**src/sv/smm_pkg.sv**
```systemverilog
// Shared types, constants and helpers for the square matrix multiply core.
// Depends on nothing; every other source file but smm_ram imports it.
`default_nettype none

package smm_pkg;

  // Matrix geometry
  localparam int MAX_ORDER = 8;
  localparam int IDX_W     = $clog2(MAX_ORDER);
  localparam int ADDR_W    = 2 * IDX_W;
  localparam int ORD_W     = 4;

  // Arithmetic widths
  localparam int VAL_W  = 16;
  localparam int PROD_W = 2 * VAL_W;
  localparam int ACC_W  = 35;

  // Stream widths
  localparam int KIND_W     = 2;
  localparam int IN_DATA_W  = 24;
  localparam int OUT_DATA_W = 48;
  localparam int IN_PAD_W   = IN_DATA_W - (2 * IDX_W + VAL_W);
  localparam int OUT_PAD_W  = OUT_DATA_W - (2 * IDX_W + ACC_W);

  localparam logic [ORD_W-1:0] ORDER_RST = ORD_W'(MAX_ORDER);
  localparam logic [IDX_W-1:0] IDX_MAX   = IDX_W'(MAX_ORDER - 1);

  // Input item kinds
  typedef enum logic [KIND_W-1:0] {
    KIND_LOAD_A  = 2'd0,
    KIND_LOAD_B  = 2'd1,
    KIND_COMPUTE = 2'd2,
    KIND_NONE    = 2'd3
  } smm_kind_t;

  // Sequencer states
  typedef enum logic [1:0] {
    ST_IDLE,
    ST_ISSUE,
    ST_DRAIN
  } smm_state_t;

  // Tag that follows each pair of store reads down the MAC pipeline
  typedef struct packed {
    logic             valid;
    logic             first;
    logic             lastk;
    logic             lastall;
    logic [IDX_W-1:0] i;
    logic [IDX_W-1:0] j;
  } smm_tag_t;

  // Status from the MAC pipeline back to the sequencer
  typedef struct packed {
    logic adv;
    logic final_done;
  } smm_stat_t;

  // Order register to last index (n-1); 0 acts as 1, above MAX_ORDER as MAX_ORDER
  function automatic logic [IDX_W-1:0] order_last(input logic [ORD_W-1:0] ord);
    logic [ORD_W-1:0] dec;
    dec = ord - ORD_W'(1);
    if (ord == '0) begin
      return '0;
    end else if (ord > ORD_W'(MAX_ORDER)) begin
      return IDX_MAX;
    end else begin
      return dec[IDX_W-1:0];
    end
  endfunction

endpackage

`default_nettype wire

```
**src/sv/smm_ram.sv**
```systemverilog
// Generic single-write, single-read synchronous RAM with a registered read port.
// No dependencies.
`default_nettype none

module smm_ram #(
  parameter int DATA_W = 16,
  parameter int ADDR_W = 6
) (
  input  wire logic              clk,
  input  wire logic              we,
  input  wire logic [ADDR_W-1:0] waddr,
  input  wire logic [DATA_W-1:0] wdata,
  input  wire logic              re,
  input  wire logic [ADDR_W-1:0] raddr,
  output logic      [DATA_W-1:0] rdata
);

  localparam int DEPTH = 1 << ADDR_W;

  logic [DATA_W-1:0] mem [DEPTH];

  // write port
  always_ff @(posedge clk) begin
    if (we) begin
      mem[waddr] <= wdata;
    end
  end

  // registered read port; holds while re is low
  always_ff @(posedge clk) begin
    if (re) begin
      rdata <= mem[raddr];
    end
  end

endmodule

`default_nettype wire

```
**src/sv/smm_seq.sv**
```systemverilog
// Sequencer: accepts input beats, writes loads into the stores, and walks
// i/j/k to issue store reads for a compute. Uses smm_pkg.
`default_nettype none

module smm_seq
  import smm_pkg::*;
(
  input  wire logic                  clk,
  input  wire logic                  rst_n,
  input  wire logic                  in_tvalid,
  output logic                       in_tready,
  input  wire logic [KIND_W-1:0]     in_kind,
  input  wire logic [IDX_W-1:0]      in_row,
  input  wire logic [IDX_W-1:0]      in_col,
  input  wire logic [ORD_W-1:0]      order,
  input  wire smm_stat_t             stat,
  output logic                       a_we,
  output logic                       b_we,
  output logic [ADDR_W-1:0]          wr_addr,
  output logic [ADDR_W-1:0]          a_raddr,
  output logic [ADDR_W-1:0]          b_raddr,
  output smm_tag_t                   tag
);

  smm_state_t       state_r, state_nxt;
  logic [IDX_W-1:0] i_r, i_nxt;
  logic [IDX_W-1:0] j_r, j_nxt;
  logic [IDX_W-1:0] k_r, k_nxt;
  logic [IDX_W-1:0] nm1_r, nm1_nxt;
  logic             accept;
  logic             start;
  logic             issue;
  logic             k_end, j_end, i_end;

  assign k_end = (k_r == nm1_r);
  assign j_end = (j_r == nm1_r);
  assign i_end = (i_r == nm1_r);

  // output decode
  always_comb begin
    in_tready = (state_r == ST_IDLE);
    accept    = in_tvalid && in_tready;
    a_we      = accept && (smm_kind_t'(in_kind) == KIND_LOAD_A);
    b_we      = accept && (smm_kind_t'(in_kind) == KIND_LOAD_B);
    start     = accept && (smm_kind_t'(in_kind) == KIND_COMPUTE);
    issue     = (state_r == ST_ISSUE) && stat.adv;
  end

  assign wr_addr = {in_row, in_col};
  assign a_raddr = {i_r, k_r};
  assign b_raddr = {k_r, j_r};

  // tag for the read issued this cycle
  always_comb begin
    tag.valid   = (state_r == ST_ISSUE);
    tag.first   = (k_r == '0);
    tag.lastk   = k_end;
    tag.lastall = k_end && j_end && i_end;
    tag.i       = i_r;
    tag.j       = j_r;
  end

  // next state
  always_comb begin
    state_nxt = state_r;
    case (state_r)
      ST_IDLE: begin
        if (start) begin
          state_nxt = ST_ISSUE;
        end
      end
      ST_ISSUE: begin
        if (issue && tag.lastall) begin
          state_nxt = ST_DRAIN;
        end
      end
      ST_DRAIN: begin
        if (stat.final_done) begin
          state_nxt = ST_IDLE;
        end
      end
      default: state_nxt = ST_IDLE;
    endcase
  end

  // index counters, k innermost
  always_comb begin
    i_nxt   = i_r;
    j_nxt   = j_r;
    k_nxt   = k_r;
    nm1_nxt = nm1_r;
    if (start) begin
      i_nxt   = '0;
      j_nxt   = '0;
      k_nxt   = '0;
      nm1_nxt = order_last(order);
    end else if (issue) begin
      if (k_end) begin
        k_nxt = '0;
        if (j_end) begin
          j_nxt = '0;
          i_nxt = i_end ? '0 : i_r + IDX_W'(1);
        end else begin
          j_nxt = j_r + IDX_W'(1);
        end
      end else begin
        k_nxt = k_r + IDX_W'(1);
      end
    end
  end

  always_ff @(posedge clk) begin
    if (!rst_n) begin
      state_r <= ST_IDLE;
      i_r     <= '0;
      j_r     <= '0;
      k_r     <= '0;
      nm1_r   <= '0;
    end else begin
      state_r <= state_nxt;
      i_r     <= i_nxt;
      j_r     <= j_nxt;
      k_r     <= k_nxt;
      nm1_r   <= nm1_nxt;
    end
  end

endmodule

`default_nettype wire

```
**src/sv/smm_mac.sv**
```systemverilog
// Multiply-accumulate pipeline and result output register.
// Stages: store read, product register, accumulate into output. Uses smm_pkg.
`default_nettype none

module smm_mac
  import smm_pkg::*;
(
  input  wire logic              clk,
  input  wire logic              rst_n,
  input  wire smm_tag_t          tag,
  input  wire logic [VAL_W-1:0]  a_data,
  input  wire logic [VAL_W-1:0]  b_data,
  output smm_stat_t              stat,
  output logic                   out_tvalid,
  input  wire logic              out_tready,
  output logic [IDX_W-1:0]       out_row,
  output logic [IDX_W-1:0]       out_col,
  output logic [ACC_W-1:0]       out_value,
  output logic                   out_last
);

  smm_tag_t                 tag1_r, tag2_r;
  logic signed [PROD_W-1:0] prod_r, prod_nxt;
  logic signed [ACC_W-1:0]  acc_r, acc_sum;
  logic signed [ACC_W-1:0]  prod_ext;
  logic                     adv;
  logic                     res_load;
  logic                     out_valid_r;
  logic [IDX_W-1:0]         out_row_r, out_col_r;
  logic [ACC_W-1:0]         out_value_r;
  logic                     out_last_r;

  // whole pipeline moves unless a held result is blocked
  assign adv      = !out_valid_r || out_tready;
  assign res_load = tag2_r.valid && tag2_r.lastk;

  assign stat.adv        = adv;
  assign stat.final_done = adv && tag2_r.valid && tag2_r.lastall;

  // signed Q8.8 x Q8.8
  assign prod_nxt = $signed(a_data) * $signed(b_data);
  assign prod_ext = {{(ACC_W - PROD_W){prod_r[PROD_W-1]}}, prod_r};
  assign acc_sum  = tag2_r.first ? prod_ext : acc_r + prod_ext;

  // tags, product, accumulator; only the valid bits are reset
  always_ff @(posedge clk) begin
    if (!rst_n) begin
      tag1_r.valid <= 1'b0;
      tag2_r.valid <= 1'b0;
      out_valid_r  <= 1'b0;
    end else if (adv) begin
      tag1_r      <= tag;
      tag2_r      <= tag1_r;
      out_valid_r <= res_load;
      prod_r      <= prod_nxt;
      if (tag2_r.valid) begin
        acc_r <= acc_sum;
      end
    end
  end

  // result register
  always_ff @(posedge clk) begin
    if (adv && res_load) begin
      out_row_r   <= tag2_r.i;
      out_col_r   <= tag2_r.j;
      out_value_r <= acc_sum;
      out_last_r  <= tag2_r.lastall;
    end
  end

  assign out_tvalid = out_valid_r;
  assign out_row    = out_row_r;
  assign out_col    = out_col_r;
  assign out_value  = out_value_r;
  assign out_last   = out_last_r;

endmodule

`default_nettype wire

```
**src/sv/square_matrix_multiply_core.sv**
```systemverilog
// Top level of the square matrix multiply core: stores, sequencer, MAC pipeline.
// Depends on smm_pkg, smm_ram, smm_seq, smm_mac.
//
// Computes C = A * B for signed Q8.8 matrices of order n (cfg_wdata, 1..8, reset 8;
// 0 acts as 1 and values above 8 as 8). A load beat (tuser kind 0 = A, 1 = B) writes
// one element at (row, col). A compute beat (kind 2) emits the n*n elements of C in
// row-major order as exact signed Q19.16 values, tlast on the final one; kind 3 is
// dropped. The core does one multiply-accumulate per cycle while the result register
// is not blocked, set by the single read port of each store and the one multiplier;
// each result element takes n of them.
// in_tready stays low from a compute beat until its last result sits in the output
// register. Elements must be loaded before they are used: there is no clearing pass.
`default_nettype none

module square_matrix_multiply_core
  import smm_pkg::*;
(
  input  wire logic                  clk,
  input  wire logic                  rst_n,
  // configuration: matrix order
  input  wire logic                  cfg_we,
  input  wire logic [ORD_W-1:0]      cfg_wdata,
  // input stream
  input  wire logic                  in_tvalid,
  output logic                       in_tready,
  input  wire logic [IN_DATA_W-1:0]  in_tdata,   // row[2:0], col[5:3], value[21:6]
  input  wire logic [KIND_W-1:0]     in_tuser,   // kind[1:0]
  // result stream
  output logic                       out_tvalid,
  input  wire logic                  out_tready,
  output logic [OUT_DATA_W-1:0]      out_tdata,  // out_row[2:0], out_col[5:3],
                                                 // out_value[40:6]
  output logic                       out_tlast   // last
);

  logic [ORD_W-1:0]  order_r;
  logic [IDX_W-1:0]  in_row, in_col;
  logic [VAL_W-1:0]  in_value;
  logic              a_we, b_we;
  logic [ADDR_W-1:0] wr_addr, a_raddr, b_raddr;
  logic [VAL_W-1:0]  a_rdata, b_rdata;
  smm_tag_t          tag;
  smm_stat_t         stat;
  logic [IDX_W-1:0]  out_row, out_col;
  logic [ACC_W-1:0]  out_value;

  // order register
  always_ff @(posedge clk) begin
    if (!rst_n) begin
      order_r <= ORDER_RST;
    end else if (cfg_we) begin
      order_r <= cfg_wdata;
    end
  end

  // unpack input beat
  assign in_row   = in_tdata[IDX_W-1:0];
  assign in_col   = in_tdata[2*IDX_W-1:IDX_W];
  assign in_value = in_tdata[2*IDX_W+VAL_W-1:2*IDX_W];

  smm_seq u_seq (
    .clk       (clk),
    .rst_n     (rst_n),
    .in_tvalid (in_tvalid),
    .in_tready (in_tready),
    .in_kind   (in_tuser),
    .in_row    (in_row),
    .in_col    (in_col),
    .order     (order_r),
    .stat      (stat),
    .a_we      (a_we),
    .b_we      (b_we),
    .wr_addr   (wr_addr),
    .a_raddr   (a_raddr),
    .b_raddr   (b_raddr),
    .tag       (tag)
  );

  // A store, row-major
  smm_ram #(.DATA_W(VAL_W), .ADDR_W(ADDR_W)) u_left_store (
    .clk   (clk),
    .we    (a_we),
    .waddr (wr_addr),
    .wdata (in_value),
    .re    (stat.adv),
    .raddr (a_raddr),
    .rdata (a_rdata)
  );

  // B store, row-major
  smm_ram #(.DATA_W(VAL_W), .ADDR_W(ADDR_W)) u_right_store (
    .clk   (clk),
    .we    (b_we),
    .waddr (wr_addr),
    .wdata (in_value),
    .re    (stat.adv),
    .raddr (b_raddr),
    .rdata (b_rdata)
  );

  smm_mac u_mac (
    .clk        (clk),
    .rst_n      (rst_n),
    .tag        (tag),
    .a_data     (a_rdata),
    .b_data     (b_rdata),
    .stat       (stat),
    .out_tvalid (out_tvalid),
    .out_tready (out_tready),
    .out_row    (out_row),
    .out_col    (out_col),
    .out_value  (out_value),
    .out_last   (out_tlast)
  );

  // pack result beat
  assign out_tdata = {{OUT_PAD_W{1'b0}}, out_value, out_col, out_row};

endmodule

`default_nettype wire

```
**config.mk**
```make
export PLATFORM = sky130hd
export DESIGN_NAME = square_matrix_multiply_core
export DESIGN_NICKNAME = d
export VERILOG_FILES = /design/src/sv/smm_pkg.sv /design/src/sv/smm_ram.sv /design/src/sv/smm_seq.sv /design/src/sv/smm_mac.sv /design/src/sv/square_matrix_multiply_core.sv
export SDC_FILE = /design/constraint.sdc
export NUM_CORES = 2
export LEC_CHECK = 0
export BUFFER_PORTS_ARGS = -buffer_cell sky130_fd_sc_hd__buf_4
export CAP_MARGIN = 20
export CORE_MARGIN = 2
export CORE_UTILIZATION = 55
export CTS_CLUSTER_DIAMETER = 30
export DETAILED_ROUTE_END_ITERATION = 12
export PLACE_DENSITY = 0.75
export SETUP_SLACK_MARGIN = 0.2
export SYNTH_ARGS = -nofsm -noshare
export SYNTH_HDL_FRONTEND = slang
export SYNTH_HIERARCHICAL = 1
export SYNTH_SLANG_ARGS = --single-unit
```
**constraint.sdc**
```tcl
create_clock -name clk -period 6.28 [get_ports clk]
set_input_delay 0 -clock clk [delete_from_list [all_inputs] [get_ports clk]]
set_output_delay 0 -clock clk [all_outputs]
set_load 0.005 [all_outputs]
```
== Word-level counts from Yosys, hierarchy flattened ==
Memories as Yosys holds them, arrays and structs flattened. A register that Yosys moved wholly into a read port is not among the register bits.
Cells that the tools add are included.
Storage, ports and cells
  memories kept: 2
  flip-flop bits (word level): 148
  memory bits (writable): 2048
  input port bits: 35
  output and inout port bits: 51
Operators by class
  $mul: 1
  reductions and logical operators: 24
  bitwise logic cells: 1
  order comparisons: 1
  equal/unequal tests: 10
  add/sub/neg operators: 5
  multiplexer cells: 14
Memories
  u_left_store.mem: depth 64, width 16, rd ports 1, clocked after Yosys merged registers in 1, wr ports 1, line smm_ram.sv:20  | logic [DATA_W-1:0] mem [DEPTH];
  u_right_store.mem: depth 64, width 16, rd ports 1, clocked after Yosys merged registers in 1, wr ports 1, line smm_ram.sv:20
Operators with widths (count)
  adder 35 x 32 -> 35 bit: 1
  two-way mux 35 bit: 1
  multiplier 16 x 16 -> 32 bit: 1
  two-way mux 3 bit: 5
  logical AND 1 bit: 12
  adder 3 x 1 -> 3 bit, second input constant: 3
  equality test 3 bit: 3
  AND reduction 3 bit: 3
  two-way mux 2 bit: 3
  one-hot mux 2 bit (3 select lines): 1
  equality test 2 x 1 -> 1 bit, second input constant: 2
  equality test 2 bit, second input constant: 2
  greater-than comparator 4 bit, second input constant: 1
  zero test 2 bit: 2
  zero test 4 bit: 1
  two-way mux 1 bit: 4
  != test 2 bit, second input constant: 2
  AND reduction 2 bit: 2
  zero test 3 bit: 1
  subtractor 3 x 1 -> 3 bit, second input constant: 1
  != test 2 x 1 -> 1 bit, second input constant: 1
  OR reduction 2 bit: 1
  zero test 1 bit: 1
  logical OR 1 bit: 1
  inverter 1 bit: 1

== Depth between registers and ports, before layout ==
  word-level depth: 6
  gate-level depth with buffers: 26
  depth with buffers taken out: 24

== Modules after synthesis ==
Netlist, hierarchy kept.
Modules (own cells, without submodules)
  smm_ram: instances 2, cells each 1829, area an instance 40202.3 sq um
  smm_mac: instances 1, cells each 1587, area an instance 16041.6 sq um
  smm_seq: instances 1, cells each 122, area an instance 1002.2 sq um
  square_matrix_multiply_core: instances 1, cells each 21, area an instance 203.9 sq um

== Worst setup path after synthesis ==
Ideal clock, no wire load.
  path kind: flip-flop to flip-flop
  start point: register u_left_store.rdata[15] (read register of u_left_store.mem)
  end point: register u_mac.prod_r[31], data pin
  slack: 0.152 ns
  arrival: 5.868 ns
  period minus slack after synthesis: 6.128 ns
  setup time: 0.260 ns
  stages on the path, launching flop included: 23
  cells stage by stage: edfxtp_1 > clkbuf_1 > nand2_1 > fa_1 > inv_1 > fa_1 > fa_1 > fa_1 > fa_1 > inv_1 > fa_1 > inv_1 > ha_1 > clkbuf_1 > a21oi_1 > o221ai_1 > a21o_1 > a21o_1 > a22oi_2 > a21oi_1 > a221o_1 > a21oi_1 > xnor2_1
Between the ends
  longest elaborated chain between the ends: 1
Ends and longest elaborated chain
  start, declared: line smm_ram.sv:15  | output logic [DATA_W-1:0] rdata
  multiplier 16 x 16 -> 32 bit: line smm_mac.sv:41  | assign prod_nxt = $signed(a_data) * $signed(b_data);
  via u_mac.prod_nxt[31]: line smm_mac.sv:23  | logic signed [PROD_W-1:0] prod_r, prod_nxt;
  end signal, assigned: line smm_mac.sv:55  | prod_r <= prod_nxt;
  end, declared: line smm_mac.sv:23
The timed path passes the listed nets, and every way through them passes these cells.
A chain may end at the register's enable or synchronous reset.

== Final worst setup path ==
  start point: register u_left_store.rdata[7] (read register of u_left_store.mem)
  end point: register u_mac.prod_r[26], data pin
The elaborated chain is that of the path after synthesis.

==> impl_metrics.csv <==
group,metric,value,unit
synth,synth.distinct_cells,88,
synth,ys_warn_count,6,
synth,syn_inst,5388,
routing,avgRoutedWirePerCell,28.6,µm
setup_path,cp_max_fo,7,
run_status,status,"finished, final reports clean",
setup_path,path_common_cell,"fa_1",
placed_design,portBuffers,76,
layout,final_common_cell,"edfxtp_1",
floorplanning,pin_count,86,
clock_network,tritoncts.num_buffers,389,
floorplanning,fp.dieW,425,µm
sta,clock.fmax,167,MHz
global_routing,grt_pass1_vias,55300,
routing,viasPerCell,6.28,
synth,synth_area_per_cell,18.1,µm²
sta,grt_setup_unrepaired,"yes",
sta,slew_headroom,22.3,%
synth,yosysSeqAreaShare,68.3,%
floorplanning,core_area,176000,µm²
power,leakagePower,38.8,nW
routing,drc,0,
synth,synth-adder-area-share,6.95,%
setup_path,r2r_setup_slack,0.28,ns
routing,vias,53500,
layout,n_fill_cell,11000,
sta,fin_skew,0.0794,ns
placed_design,place.gp.congestion,0.924,
routing,dr.pass1.iters,8,
setup_path,required,6.92,ns
clock_network,path_clk_slew,0.04,ns
sta,slew_violations,0,
clock_network,clk_path_buf_depth,4,
sta,setup_violations,0,
run,maxCapViolations,0,
global_routing,grt_usage,27.1,%
clock_network,clkLatencyLatePin,0.96,ns
global_routing,antenna_found_initial,8,
synth,synth_mux_area_share,12.8,%
synth,synth.ff_latch_count,2228,
setup_path,max_stage_delay,0.57,ns
clock_network,cts_sinks,2228,
layout,drive_gt1_share,25.1,%
layout,syn2layout_area_growth,17.9,%
placed_design,place_hpwl,138000,µm
clock_network,cts_tree,"built",
synth,synth_xor_xnor_area_share,0.619,%
layout,layout_common_cells,"edfxtp_1 (2207), mux4_2 (440), clkbuf_16 (394)",
routing,ant_nets,0,
global_routing,grt_overflow_total,0,
synth,synth_top_family_by_area,"multiplexers",
synth,syn_area,97700,µm²
layout,final_nets,6298,
floorplanning,row_count,154,
global_routing,grt_max_degree,113,
setup_path,worstSetupStartpointType,"register",
setup_path,crit_type,"register to register",
setup_path,crit_slowest_cell,"fa_2",
sta,worst_pin_slew,1.16,ns
floorplanning,die_h,425,µm
routing,routed_wl,243000,µm
worst_hold_path,min_path_type,"primary input to register",
clock_network,cts_max_level,5,
clock_network,clk_root_buffer_cell,"clkbuf_16",
floorplanning,die_area,181000,µm²
power,finalPower,48.9,mW
synth,synth-edff-count,2207,
synth,synth_simple_gate_area_share,4.65,%
setup_path,cp-end-kind,"register",
synth,async_reset_ff_share,0,%
power,peakVddDrop,0.000481,V
layout,postLayoutCoreUtil,65.3,%
routing,drtIter0Drc,6855,
synth,ys.flop_type,"edfxtp_1",
setup_path,critPathArrivalTime,6.64,ns
power,power.density,424,nW/µm²
sta,report.final.hold_viol_count,0,
floorplanning,start_util,55.4,%
setup_path,path_cells,"buf_6 -> buf_6 -> nand2_1 -> fa_1 -> inv_1 -> fa_2 -> fa_1 -> fa_2 -> fa_1 -> inv_1 -> fa_1 -> inv_1 -> ha_1 -> buf_4 -> a21oi_2 -> nor3_1 -> nor2_1 -> o21ai_2 -> nor4b_2 -> nor2_2 -> a21oi_2 -> o21bai_1 -> xor2_1",
synth,synth_compound_area_share,3.45,%
sta,period_share,95.5,%
sta,period_minus_slack,6.00,ns
global_routing,grt_pass1_wl,361000,µm
## repair_timing
action | in CTS | in global routing
hold buffers | 39 | 0
pin swaps | 8 | 31
setup endpoints to repair | 10 | 13
buffers inserted | 21 | 18
endpoints found under the hold margin | 1221 | 0
resized for setup | 24 | 42
gates cloned | 0 | 0
## kinds of logic (layout without fill, tap and decap cells)
| logic type | after synthesis | in the layout |
|---|---|---|
| other cells | 1 | 13 |
| simple gates | 918 | 918 |
| mux | 681 | 681 |
| buf+inv | 624 | 1410 |
| xor+xnor | 69 | 69 |
| fa+ha+maj | 385 | 385 |
| flops | 2228 | 2228 |
| compound gates | 482 | 482 |
## synth_stat cells, types with 29 or more instances
library cell  count  area share [%]
clkbuf_1         91            0.35
xnor2_1          49            0.44
edfxtp_1       2207              68
mux4_2          440              10
o21ai_0          63            0.32
nand3_1          71            0.36
a22oi_1          79            0.61
and2_1          126            0.81
inv_1           342             1.3
nor2_1          187            0.72
ha_1            121             1.6
mux2i_1         178             1.8
mux2_2           55            0.63
a21oi_1          99            0.51
nand2_1         306             1.2
buf_6            35            0.40
buf_4            50            0.38
fa_1            263             5.4
a21o_1           29            0.22
buf_2            76            0.39
nand2b_1         30            0.19
nand4_1          31            0.20
nor2b_1          78            0.50
a221oi_1         32            0.29
## worst max-delay path, delay by kind of cell, from the launching register on
| kind | cells | cell delay, ns |
|---|---|---|
| and+or+nand+nor | 5 | 0.70 |
| buffers and inverters | 6 | 0.58 |
| xor gates and xnor gates | 1 | 0.14 |
| AOI/OAI and AO/OA | 4 | 0.58 |
| DFF | 1 | 0.51 |
| adders and majority gates | 7 | 3.23 |
## path summary, 6_finish.rpt
path,startpoint,endpoint,depth (start not counted)
worst max-delay path,u_left_store/rdata[7]$_DFFE_PP_,u_mac/prod_r[26]$_DFFE_PP_,23
worst min-delay path,rst_n,u_seq/nm1_r[2]$_SDFFE_PN0P_,3
worst max register to register,u_left_store/rdata[7]$_DFFE_PP_,u_mac/prod_r[26]$_DFFE_PP_,23
worst min register to register,u_mac/tag1_r[8]$_DFFE_PP_,u_mac/tag2_r[8]$_DFFE_PP_,0
## through the flow
step	instances	hold WS, ns	instance area, µm²	setup WS [ns]	TNS, ns
final	8526	0.0422	115000	0.282	0
after global routing	8520	0.0122	115000	0.0715	0
after CTS	8499	0.00422	115000	0.198	0
after detailed placement	7747	0.260	101000	-0.0818	-0.108
after global placement	7744	0.251	101000	0.0288	0
after floorplan	5394	0.0619	97700	0.220	0
## flip-flops by register name, indices dropped and copies added (netlist names)
| signal | cells |
|---|---|
| u_mac/out_col | 3 |
| u_mac/out_last | 1 |
| u_right_store/rdata | 16 |
| u_mac/out_value | 35 |
| u_seq/i_r | 3 |
| u_mac/acc_r | 35 |
| order_r | 4 |
| u_seq/k_r | 3 |
| u_mac/tag1_r | 10 |
| u_mac/out_tvalid | 1 |
| u_seq/j_r | 3 |
| u_left_store/rdata | 16 |
| u_mac/tag2_r | 10 |
| u_right_store/mem | 1024 |
| u_mac/out_row | 3 |
| u_seq/nm1_r | 3 |
| u_seq/state_r | 2 |
| u_left_store/mem | 1024 |
| u_mac/prod_r | 32 |
## final cells by class
type / count / area, µm² / area share, %
diodes: 6 / 15.0 / 0.0130
flip-flops and latches: 2228 / 66700 / 57.9
repair buffers: 376 / 3110 / 2.70
inverters: 342 / 1280 / 1.11
well taps: 2340 / 2930 / 2.54
clock inverters: 261 / 2940 / 2.55
multi-input cells: 2542 / 28200 / 24.5
clock buffers: 431 / 10000 / 8.68
## report_power, final
part	leakage [nW]	internal [mW]	switching [mW]
clock	6.22	13.6	7.18
sequential	20.1	17.0	0.107
combinational	12.5	4.87	6.05
total	38.8	35.5	13.3
## metal layers
metal,vias up,GRT usage [%],part of all wire [%]
li1,22000,-,-
met1,27500,35.1,36
met2,3382,44.3,49
met3,664,6.34,10
met4,2,11.3,4.5
met5,-,0,0.0082
(Power assumes the default switching activity.)
